`src/design/bcrc_pkg.sv`:
```
`default_nettype none

package bcrc_pkg;

  // depth of the trailing byte delay line, the longest crc field
  localparam int unsigned TailDepth = 4;
  localparam int unsigned SeenWidth = $clog2(TailDepth + 1);

  // reflected polynomials and init / final masks
  localparam logic [31:0] Poly16 = 32'h0000_8408;
  localparam logic [31:0] Mask16 = 32'h0000_FFFF;
  localparam logic [31:0] Poly32 = 32'h82F6_3B78;
  localparam logic [31:0] Mask32 = 32'hFFFF_FFFF;

  // field lengths in bytes
  localparam logic [2:0] Size16 = 3'd2;
  localparam logic [2:0] Size32 = 3'd4;
  localparam logic [2:0] SizeNone = 3'd0;

  typedef enum logic [1:0] {
    MODE_NONE    = 2'd0,
    MODE_X25     = 2'd1,
    MODE_C32C    = 2'd2,
    MODE_INVALID = 2'd3
  } crc_mode_e;

  typedef enum logic [1:0] {
    ST_MATCH     = 2'd0,
    ST_MISMATCH  = 2'd1,
    ST_BAD_LEN   = 2'd2,
    ST_TOO_SHORT = 2'd3
  } check_status_e;

  typedef logic [TailDepth-1:0][7:0] tail_t;

  // one finished block travelling down the finishing stages
  typedef struct packed {
    crc_mode_e   mode;
    logic [31:0] crc;
    tail_t       tail;
    logic        len_bad;
    logic        too_short;
  } bcrc_blk_t;

  // one reflected crc byte update
  function automatic logic [31:0] crc_byte(input logic [31:0] crc, input logic [7:0] data,
                                           input logic [31:0] poly);
    logic [31:0] c;
    c = crc ^ {24'h0, data};
    for (int k = 0; k < 8; k++) begin
      c = c[0] ? ((c >> 1) ^ poly) : (c >> 1);
    end
    return c;
  endfunction

  // two zero bytes through the crc
  function automatic logic [31:0] crc_zero2(input logic [31:0] crc, input logic [31:0] poly);
    return crc_byte(crc_byte(crc, 8'h00, poly), 8'h00, poly);
  endfunction

  function automatic logic [31:0] mode_poly(input crc_mode_e mode);
    logic [31:0] p;
    case (mode)
      MODE_X25:  p = Poly16;
      MODE_C32C: p = Poly32;
      default:   p = 32'h0;
    endcase
    return p;
  endfunction

  function automatic logic [31:0] mode_mask(input crc_mode_e mode);
    logic [31:0] m;
    case (mode)
      MODE_X25:  m = Mask16;
      MODE_C32C: m = Mask32;
      default:   m = 32'h0;
    endcase
    return m;
  endfunction

  function automatic logic [2:0] mode_size(input crc_mode_e mode);
    logic [2:0] s;
    case (mode)
      MODE_X25:  s = Size16;
      MODE_C32C: s = Size32;
      default:   s = SizeNone;
    endcase
    return s;
  endfunction

endpackage

`default_nettype wire

```
`src/design/bcrc_accum.sv`:
```
`default_nettype none

module bcrc_accum
  import bcrc_pkg::*;
(
  input  wire logic      clk_i,
  input  wire logic      rst_ni,
  input  wire crc_mode_e mode_i,
  input  wire logic      in_valid_i,
  output logic           in_ready_o,
  input  wire logic [7:0] data_byte_i,
  input  wire logic      last_byte_i,
  input  wire logic [7:0] field_len_i,
  output logic           blk_valid_o,
  input  wire logic      blk_ready_i,
  output bcrc_blk_t      blk_o
);

  logic                 in_vld_q;
  logic [7:0]           in_byte_q;
  logic                 in_last_q;
  logic [7:0]           in_flen_q;

  logic [31:0]          crc_q, crc_d;
  tail_t                tail_q, tail_d;
  logic [SeenWidth-1:0] seen_q, seen_d;

  logic                 blk_vld_q;
  bcrc_blk_t            blk_q, blk_d;

  logic                 blk_room;
  logic                 consume;
  logic [2:0]           size;
  logic [31:0]          poly;
  logic [31:0]          mask;
  logic [7:0]           old_byte;
  logic [31:0]          crc_upd;
  tail_t                tail_new;
  logic [SeenWidth-1:0] seen_new;

  // handshake through the input register
  assign blk_room   = !blk_vld_q || blk_ready_i;
  assign consume    = in_vld_q && (!in_last_q || blk_room);
  assign in_ready_o = !in_vld_q || consume;

  // input register
  always_ff @(posedge clk_i or negedge rst_ni) begin
    if (!rst_ni) begin
      in_vld_q <= 1'b0;
    end else if (in_ready_o) begin
      in_vld_q <= in_valid_i;
    end
  end

  always_ff @(posedge clk_i) begin
    if (in_valid_i && in_ready_o) begin
      in_byte_q <= data_byte_i;
      in_last_q <= last_byte_i;
      in_flen_q <= field_len_i;
    end
  end

  // byte leaving the delay line enters the crc
  always_comb begin
    size     = mode_size(mode_i);
    poly     = mode_poly(mode_i);
    mask     = mode_mask(mode_i);
    old_byte = (mode_i == MODE_X25) ? tail_q[Size16 - 3'd1] : tail_q[TailDepth-1];
    crc_upd  = crc_q & mask;
    if ({{(8-SeenWidth){1'b0}}, seen_q} >= {5'h0, size}) begin
      crc_upd = crc_byte(crc_upd, old_byte, poly);
    end
    tail_new = {tail_q[TailDepth-2:0], in_byte_q};
    seen_new = (seen_q < SeenWidth'(TailDepth)) ? seen_q + 1'b1 : seen_q;
  end

  // next block state
  always_comb begin
    crc_d  = crc_q;
    tail_d = tail_q;
    seen_d = seen_q;
    if (consume) begin
      if (in_last_q) begin
        crc_d  = Mask32;
        tail_d = '0;
        seen_d = '0;
      end else if (size != SizeNone) begin
        crc_d  = crc_upd;
        tail_d = tail_new;
        seen_d = seen_new;
      end
    end
  end

  always_ff @(posedge clk_i or negedge rst_ni) begin
    if (!rst_ni) begin
      crc_q  <= Mask32;
      tail_q <= '0;
      seen_q <= '0;
    end else begin
      crc_q  <= crc_d;
      tail_q <= tail_d;
      seen_q <= seen_d;
    end
  end

  // finished block
  always_comb begin
    blk_d.mode      = mode_i;
    blk_d.crc       = crc_upd;
    blk_d.tail      = tail_new;
    blk_d.len_bad   = in_flen_q != {5'h0, size};
    blk_d.too_short = {{(8-SeenWidth){1'b0}}, seen_new} < {5'h0, size};
  end

  always_ff @(posedge clk_i or negedge rst_ni) begin
    if (!rst_ni) begin
      blk_vld_q <= 1'b0;
    end else if (consume && in_last_q) begin
      blk_vld_q <= 1'b1;
    end else if (blk_ready_i) begin
      blk_vld_q <= 1'b0;
    end
  end

  always_ff @(posedge clk_i) begin
    if (consume && in_last_q) begin
      blk_q <= blk_d;
    end
  end

  assign blk_valid_o = blk_vld_q;
  assign blk_o       = blk_q;

`ifndef SYNTHESIS
  // byte count never passes the delay line depth
  assert property (@(posedge clk_i) disable iff (!rst_ni)
    seen_q <= SeenWidth'(TailDepth))
    else $error("byte count above tail depth");

  // block state returns to reset after a last byte
  assert property (@(posedge clk_i) disable iff (!rst_ni)
    consume && in_last_q |=> seen_q == '0 && crc_q == Mask32 && tail_q == '0)
    else $error("block state not cleared after last byte");

  // a pending last byte never overwrites an unaccepted block
  assert property (@(posedge clk_i) disable iff (!rst_ni)
    blk_vld_q && !blk_ready_i |=> blk_vld_q && $stable(blk_q))
    else $error("stalled block lost");
`endif

endmodule

`default_nettype wire

```
`src/design/bcrc_zfeed.sv`:
```
`default_nettype none

module bcrc_zfeed
  import bcrc_pkg::*;
(
  input  wire logic      clk_i,
  input  wire logic      rst_ni,
  input  wire logic      blk_valid_i,
  output logic           blk_ready_o,
  input  wire bcrc_blk_t blk_i,
  output logic           blk_valid_o,
  input  wire logic      blk_ready_i,
  output bcrc_blk_t      blk_o
);

  logic      vld_q;
  bcrc_blk_t blk_q, blk_d;

  assign blk_ready_o = !vld_q || blk_ready_i;

  // first two zero bytes in place of the crc field
  always_comb begin
    blk_d     = blk_i;
    blk_d.crc = crc_zero2(blk_i.crc, mode_poly(blk_i.mode));
  end

  always_ff @(posedge clk_i or negedge rst_ni) begin
    if (!rst_ni) begin
      vld_q <= 1'b0;
    end else if (blk_ready_o) begin
      vld_q <= blk_valid_i;
    end
  end

  always_ff @(posedge clk_i) begin
    if (blk_valid_i && blk_ready_o) begin
      blk_q <= blk_d;
    end
  end

  assign blk_valid_o = vld_q;
  assign blk_o       = blk_q;

endmodule

`default_nettype wire

```
`src/design/bcrc_finish.sv`:
```
`default_nettype none

module bcrc_finish
  import bcrc_pkg::*;
(
  input  wire logic      clk_i,
  input  wire logic      rst_ni,
  input  wire logic      blk_valid_i,
  output logic           blk_ready_o,
  input  wire bcrc_blk_t blk_i,
  output logic           out_valid_o,
  input  wire logic      out_ready_i,
  output logic [31:0]    crc_value_o,
  output check_status_e  check_status_o
);

  logic          vld_q;
  logic [31:0]   crc_q, crc_d;
  check_status_e status_q, status_d;

  logic [31:0]   crc_full;
  logic [31:0]   result;
  logic          field_eq;

  assign blk_ready_o = !vld_q || out_ready_i;

  // remaining zero bytes, final inversion and field compare
  always_comb begin
    crc_full = (blk_i.mode == MODE_C32C) ? crc_zero2(blk_i.crc, Poly32) : blk_i.crc;
    result   = ~crc_full & mode_mask(blk_i.mode);
    field_eq = (blk_i.mode == MODE_X25) ? (blk_i.tail[1:0] == result[15:0])
                                        : (blk_i.tail == result);
  end

  // status and value
  always_comb begin
    crc_d    = result;
    status_d = ST_MATCH;
    case (blk_i.mode)
      MODE_NONE: begin
        crc_d    = '0;
        status_d = ST_MATCH;
      end
      MODE_INVALID: begin
        crc_d    = '0;
        status_d = ST_MISMATCH;
      end
      default: begin
        if (blk_i.len_bad) begin
          status_d = ST_BAD_LEN;
        end else if (blk_i.too_short) begin
          status_d = ST_TOO_SHORT;
          crc_d    = '0;
        end else if (!field_eq) begin
          status_d = ST_MISMATCH;
        end
      end
    endcase
  end

  // output register
  always_ff @(posedge clk_i or negedge rst_ni) begin
    if (!rst_ni) begin
      vld_q <= 1'b0;
    end else if (blk_ready_o) begin
      vld_q <= blk_valid_i;
    end
  end

  always_ff @(posedge clk_i) begin
    if (blk_valid_i && blk_ready_o) begin
      crc_q    <= crc_d;
      status_q <= status_d;
    end
  end

  assign out_valid_o    = vld_q;
  assign crc_value_o    = crc_q;
  assign check_status_o = status_q;

`ifndef SYNTHESIS
  // a short block never reports a crc value
  assert property (@(posedge clk_i) disable iff (!rst_ni)
    vld_q && status_q == ST_TOO_SHORT |-> crc_q == '0)
    else $error("too short block with nonzero crc");

  // a crc-16 result keeps its upper half clear
  assert property (@(posedge clk_i) disable iff (!rst_ni)
    blk_valid_i && blk_ready_o && blk_i.mode == MODE_X25 |=> crc_q[31:16] == '0)
    else $error("crc-16 result has upper bits set");
`endif

endmodule

`default_nettype wire

```
`src/design/block_crc_generate_and_check.sv`:
```
`default_nettype none

// Block CRC generator and checker. Bytes of one block enter one per request,
// the final byte marked by last_byte_i; its last 2 (CRC-16/X.25) or 4 (CRC-32C)
// bytes are the CRC field, which is taken as zeros when the CRC is computed.
// crc_mode_i selects none, X.25 or CRC-32C and is written with crc_mode_we_i
// while no block is in flight. A byte is taken every cycle unless a final
// byte waits while the block register is full and stalled; non-final bytes
// give no result. The result for a final byte is presented by the output
// register through a four-register pipeline: input register, block state and
// delay line, first two zero bytes, then the last two zero bytes with the
// field compare. crc_value_o is the finished CRC for generation (0 in mode
// none or invalid mode or for a too short block); check_status_o is 0 match,
// 1 mismatch, 2 bad field length, 3 block shorter than its field.
module block_crc_generate_and_check
  import bcrc_pkg::*;
(
  input  wire logic        clk_i,
  input  wire logic        rst_ni,
  input  wire logic        crc_mode_we_i,
  input  wire logic [1:0]  crc_mode_i,
  input  wire logic        in_valid_i,
  output logic             in_ready_o,
  input  wire logic [7:0]  data_byte_i,
  input  wire logic        last_byte_i,
  input  wire logic [7:0]  field_len_i,
  output logic             out_valid_o,
  input  wire logic        out_ready_i,
  output logic [31:0]      crc_value_o,
  output logic [1:0]       check_status_o
);

  crc_mode_e     mode_q;

  logic          acc_valid;
  logic          acc_ready;
  bcrc_blk_t     acc_blk;
  logic          zf_valid;
  logic          zf_ready;
  bcrc_blk_t     zf_blk;
  check_status_e status;

  // mode register
  always_ff @(posedge clk_i or negedge rst_ni) begin
    if (!rst_ni) begin
      mode_q <= MODE_NONE;
    end else if (crc_mode_we_i) begin
      mode_q <= crc_mode_e'(crc_mode_i);
    end
  end

  bcrc_accum u_accum (
    .clk_i       (clk_i),
    .rst_ni      (rst_ni),
    .mode_i      (mode_q),
    .in_valid_i  (in_valid_i),
    .in_ready_o  (in_ready_o),
    .data_byte_i (data_byte_i),
    .last_byte_i (last_byte_i),
    .field_len_i (field_len_i),
    .blk_valid_o (acc_valid),
    .blk_ready_i (acc_ready),
    .blk_o       (acc_blk)
  );

  bcrc_zfeed u_zfeed (
    .clk_i       (clk_i),
    .rst_ni      (rst_ni),
    .blk_valid_i (acc_valid),
    .blk_ready_o (acc_ready),
    .blk_i       (acc_blk),
    .blk_valid_o (zf_valid),
    .blk_ready_i (zf_ready),
    .blk_o       (zf_blk)
  );

  bcrc_finish u_finish (
    .clk_i          (clk_i),
    .rst_ni         (rst_ni),
    .blk_valid_i    (zf_valid),
    .blk_ready_o    (zf_ready),
    .blk_i          (zf_blk),
    .out_valid_o    (out_valid_o),
    .out_ready_i    (out_ready_i),
    .crc_value_o    (crc_value_o),
    .check_status_o (status)
  );

  assign check_status_o = status;

endmodule

`default_nettype wire

```
`config.mk`:
```
export PLATFORM = sky130hd
export DESIGN_NAME = block_crc_generate_and_check
export DESIGN_NICKNAME = d
export VERILOG_FILES = /design/src/design/bcrc_pkg.sv /design/src/design/bcrc_accum.sv /design/src/design/bcrc_zfeed.sv /design/src/design/bcrc_finish.sv /design/src/design/block_crc_generate_and_check.sv
export SDC_FILE = /design/constraint.sdc
export NUM_CORES = 1
export LEC_CHECK = 0
export BUFFER_PORTS_ARGS = -buffer_cell sky130_fd_sc_hd__buf_2
export CORE_MARGIN = 2
export CORE_UTILIZATION = 55
export DETAILED_ROUTE_END_ITERATION = 12
export PLACE_DENSITY = 0.71
export RECOVER_POWER = 100
export REMOVE_ABC_BUFFERS = 1
export SLEW_MARGIN = 20
export SYNTH_ARGS = -nofsm -noshare
export SYNTH_HDL_FRONTEND = slang
export SYNTH_SLANG_ARGS = --single-unit
```
`constraint.sdc`:
```
create_clock -name clk_i -period 7.8 [get_ports clk_i]
set_clock_uncertainty 0.05 [all_clocks]
set_input_delay 0.78 -clock clk_i [delete_from_list [all_inputs] [get_ports clk_i]]
set_output_delay 0.78 -clock clk_i [all_outputs]
set_load 0.03 [all_outputs]
```
== Yosys cells after proc, flatten, opt, wreduce, memory -nomap -nowiden ==
Index checks and enable logic that the tools add are counted.

* Equality and inequality tests: 10
* $lt $le $gt $ge: 3
* Reduce and logical (&&, ||, !) cells: 21
* Add/subtract/negate cells: 1
* Mux-type cells: 64
* Bitwise operators: 44

{| class="wikitable"
|+ Operators with widths
! operator !! number
|-
| $mux W32 || 47
|-
| $xor A31 B32 Y32 || 24
|-
| $not A16 Y17 || 16
|-
| $pmux W32 S2 || 4
|-
| $and A32 B32 Y32 || 2
|-
| $eq A32 B32 Y1 || 1
|-
| $not A32 Y32 || 1
|-
| $xor A32 B8 Y32 || 1
|-
| $mux W31 || 1
|-
| $eq A16 B16 Y1 || 1
|-
| $mux W3 || 3
|-
| $eq A2 B2 Y1 const B || 4
|-
| $mux W8 || 1
|-
| $ne A8 B3 Y1 || 1
|-
| $eq A2 B1 Y1 const B || 3
|-
| $pmux W3 S2 || 1
|-
| $logic_and A1 B1 Y1 || 5
|-
| $logic_not A1 Y1 || 5
|-
| $logic_or A1 B1 Y1 || 5
|-
| $mux W1 || 4
|-
| $mux W2 || 2
|-
| $pmux W2 S2 || 1
|-
| $reduce_bool A2 Y1 || 2
|-
| $add A3 B1 Y3 const B || 1
|-
| other kinds (7) || 7
|}

* Bits in registers: 260
* Input bits: 24

== Logic depth before layout (Yosys ltp) ==
* Depth after elaboration: 41
* Mapped depth: 17

== Cells and area by module ==
From an unflattened synthesis, not the netlist that was laid out.

* Cell total of the unflattened synthesis: 1413
* Area total of the unflattened synthesis: 16918.7 um^2

{| class="wikitable"
|+ Modules (own cells, without submodules)
! module !! cells each !! area an instance (um^2) !! instances !! seq. area each (um^2)
|-
| bcrc_accum || 609 || 7587.3 || 1 || 4319.1
|-
| bcrc_zfeed || 408 || 5007.3 || 1 || 2067.0
|-
| bcrc_finish || 392 || 4251.6 || 1 || 1046.0
|-
| block_crc_generate_and_check || 4 || 72.6 || 1 || 50.0
|}

== Least setup slack after synthesis ==
No wires, ideal clock.

* Kind: input-to-reg
* From: input port out_ready_i
* To: register u_accum.blk_q (netlist bit u_accum.blk_o[0]), enable pin
* Setup slack: 3354 ps
* Stages: 3
* Path buffers: 0
* Arrival: 3901 ps
* Cells stage by stage: nor2b_1 -> and3_1 -> nor2_1

* Cells in the longest elaborated chain, start to end: 6

{| class="wikitable"
|+ RTL lines
! what !! RTL line !! RTL
|-
| start: declaration || block_crc_generate_and_check.sv:28 || <nowiki>input wire logic out_ready_i,</nowiki>
|-
| $logic_or A1 B1 Y1 || bcrc_finish.sv:25 || <nowiki>assign blk_ready_o = !vld_q || out_ready_i;</nowiki>
|-
| $logic_or A1 B1 Y1 || bcrc_zfeed.sv:19 || <nowiki>assign blk_ready_o = !vld_q || blk_ready_i;</nowiki>
|-
| $logic_or A1 B1 Y1 || bcrc_accum.sv:42 || <nowiki>assign blk_room = !blk_vld_q || blk_ready_i;</nowiki>
|-
| $logic_or A1 B1 Y1 || bcrc_accum.sv:43 || <nowiki>assign consume = in_vld_q && (!in_last_q || blk_room);</nowiki>
|-
| $logic_and A1 B1 Y1 || bcrc_accum.sv:43 ||
|-
| $logic_and A1 B1 Y1 || bcrc_accum.sv:127 || <nowiki>if (consume && in_last_q) begin</nowiki>
|-
| end signal: assignment || bcrc_accum.sv:128 || <nowiki>blk_q <= blk_d;</nowiki>
|-
| end: declaration || bcrc_accum.sv:29 || <nowiki>bcrc_blk_t blk_q, blk_d;</nowiki>
|}

Every way passes these cells.
A chain may end at the register's enable or synchronous reset.

==> impl_metrics.toml <==
[global_routing]
grt_pass1_vias = 9320
grt_pass1_wl_um = 54500
grt_util_all_layers = 0.243
grt_antenna_before_repair = 0
grt_overflow = 0
grt_start_max_net_pins = 74

[die]
row_count = 61
fp.dieH_um = 172
core_sq_mm = 0.0278
die_area_sq_mm = 0.0296
initial_core_util = 0.559
die_w_um = 172
io_pins = 60

[timing]
hold_violations = 0
setup_tns_ns = 0
fin_crit_ns = 5.98
worst_pin_slew_ns = 4.11
slew_violations = 322
max_freq_mhz = 167
rsz0062_at_grt = "false"
fin_hold_ws_ns = 0.331
setup_violations = 0
period_share = 0.767
relSlewSlack = -1.74

[setup_path]
worstSetupStartpoint = "mode_q[1]$_DFFE_PN0P_"
slowest_delay_ns = 1.06
required_ns = 8.07
cp-endpoint = "u_accum.blk_o[39]$_DFFE_PP_"
end_kind = "flop"
cp_slowest_cell = "clkbuf_1"
startpoint_type = "flop"
crit_top_cell = "xnor2_1"
crit_fanout = 23
crit_chain = "inv_1, ha_1, clkbuf_1, mux2i_1, xor2_1, xnor3_1, nand2_1, xor2_1, xnor2_1, xnor2_1, nand2_1, xnor2_1, o21ai_0, a22o_1"
r2r-end = "u_accum.blk_o[39]$_DFFE_PP_"
reg2reg_depth = 14
worstPathArrival_ns = 6.25
rr_startpoint = "mode_q[1]$_DFFE_PN0P_"
regToRegSetupSlack_ns = 1.82
crit_type = "reg2reg"

[drt]
routed.top_layer = "met4"
avgViaCountPerCell = 5.52
routedWlPerCell_um = 19.9
met1_length_um = 16000
drtAntennaViolNets = 0
route.met2.wl_um = 16600
via_count = 9721
dr_wl_met3_um = 1750
dr.pass1.iters = 5
drtIter0Drc = 734
wl_um = 35000
drcViolationCount = 0

[cts]
cts.sink_count = 260
clk_path_buf_depth = 3
cts_resized = 0
cts_buffers = 28
tritoncts = "built"
insertion_delay_ns = 0.57
root_buffer = "clkbuf_16"
postCtsSetupBuffers = 0
clkTransAtPathRegs_ns = 0.06
htree_levels = 1
cts_hold_buf = 0

[cells_and_area]
drive_above_1_share = 0.0889
diodes = 0
fin_cells = 1761
syn_to_final_growth_pct = 8.23
nets = 1396

[status]
outcome = "complete, but fails checks"
violations = "capacitance limit, slew limit"

[flow_run]
maxCapViolations = 6

[synthesis]
synth_cells = 1324
synth_area_sq_mm = 0.0155
ys_async_sr_fraction = 0.281
synth.yosys.warnings = 0
ys_seq_elements = 260
synth_edf_count = 187
synth_flop_cell = "edfxtp_1"
syn-mean-instance-area_sq_um = 11.7
ys_seq_area_frac = 0.482
yosysUniqueCellTypes = 62

[placed_design]
gp_congestion = 0.955
place_hpwl_um = 24900
dpl.cell_count = 1709
io_buffers = 59

[min_path]
hp-class = "in2reg"
==> worst min-delay path by stage <==
stage,start,to,depth (start not counted),slack (ns)
detailed placement,u_accum.blk_o[15]$_DFFE_PP_,u_zfeed.blk_o[15]$_DFFE_PP_,0,0.35
global placement,u_accum.blk_o[28]$_DFFE_PP_,u_zfeed.blk_o[28]$_DFFE_PP_,0,0.35
floorplan,u_accum.blk_o[0]$_DFFE_PP_,u_zfeed.blk_o[0]$_DFFE_PP_,0,0.35
CTS,data_byte_i[1],u_accum.in_byte_q[1]$_DFFE_PP_,1,0.31
finish,data_byte_i[3],u_accum.in_byte_q[3]$_DFFE_PP_,1,0.33
global route,data_byte_i[3],u_accum.in_byte_q[3]$_DFFE_PP_,1,0.31
==> through the flow <==
| step | setup WS [ns] | util | instance area, sq um |
|---|---|---|---|
| finish | 1.82 | 0.605 | 16800 |
| global route | 1.46 | 0.605 | 16800 |
| CTS | 2.97 | 0.613 | 17000 |
| detailed placement | 3.03 | 0.581 | 16100 |
| global placement | 3.10 | 0.581 | 16100 |
| floorplan | 2.66 | - | 15200 |
==> registers in the layout, summed over array words and instances (netlist names), 3 cells and up <==
| name | count |
|---|---|
| u_zfeed.blk_o | 68 |
| u_accum.in_byte_q | 8 |
| u_finish.crc_value_o | 32 |
| u_accum.blk_d | 24 |
| u_accum.blk_o | 68 |
| u_accum.seen_q | 3 |
| u_accum.crc_q | 32 |
| u_accum.in_flen_q | 8 |
| u_accum.tail_q | 8 |
==> placed cells by master (no fill, tap or decap), drive strengths merged, types with 8 or more instances in the layout <==
cell	count
xnor2	310
edfxtp	187
xor2	120
nor2	117
nand2	111
clkbuf	86
dfrtp	41
a21oi	37
a22o	35
o22a	32
dfstp	32
buf	32
xnor3	24
o21ai	23
a211oi	19
inv	17
nor2b	17
mux2i	13
and2	13
ha	11
nand2b	10
nand3	9
clkinv	8
==> synth_stat cells (7+ instances only) <==
| cell | number | area (sq um) |
|---|---|---|
| ha_1 | 11 | 138 |
| xor2_1 | 111 | 972 |
| mux2i_1 | 13 | 130 |
| dfstp_2 | 32 | 841 |
| a31oi_1 | 7 | 43.8 |
| xor2_2 | 8 | 130 |
| o21ai_0 | 23 | 115 |
| nand2b_1 | 10 | 62.6 |
| buf_2 | 16 | 80.1 |
| dfrtp_1 | 41 | 1030 |
| a21oi_1 | 37 | 185 |
| and2_1 | 13 | 81.3 |
| edfxtp_1 | 187 | 5620 |
| nand2_1 | 110 | 413 |
| xnor2_1 | 297 | 2600 |
| inv_1 | 17 | 63.8 |
| a22o_1 | 35 | 307 |
| xnor3_1 | 22 | 495 |
| o22a_1 | 32 | 280 |
| a211oi_1 | 19 | 143 |
| nand3_1 | 9 | 45.0 |
| xnor2_2 | 9 | 146 |
| nor2_1 | 117 | 439 |
| clkbuf_1 | 42 | 158 |
| nor2b_1 | 17 | 106 |
==> layout make-up <==
class                      instances  area [sq um]
fill                            2346         11000
clock buffer                      42           773
inverter                          20          75.1
multi-input combinational        975          7510
timing repair buffer              76           350
sequential                       260          7480
clock inverter                    10           136
tap                              378           473
==> worst max-delay path: cells and delay by family (launching register included) <==
| kind | cells | cell delay (ns) |
|---|---|---|
| XOR/XNOR | 6 | 3.01 |
| multiplexers | 1 | 0.39 |
| buffers and inverters | 2 | 1.16 |
| AND/OR/NAND/NOR | 2 | 0.19 |
| flip-flops | 1 | 0.43 |
| AO/OA/AOI/OAI | 2 | 0.36 |
| adder cells (fa/ha/maj) | 1 | 0.14 |
==> metal layers <==
layer	track usage	vias to the layer above
met2	0.395	303
li1	-	4613
met3	0.0307	35
met5	0	-
met4	0.0544	0
met1	0.350	4770
==> cell families after synthesis <==
group	Yosys count	share of synthesized area
adder cells (fa/ha/maj)	11	0.00887
AO/OA/AOI/OAI	179	0.0825
XOR/XNOR	461	0.303
buffers and inverters	89	0.0252
flip-flops	260	0.482
multiplexers	17	0.0113
AND/OR/NAND/NOR	307	0.0872
Power is left out: the tool's default activity adds up to more than one toggle a clock period on the data nets, which glitch-free logic cannot reach.
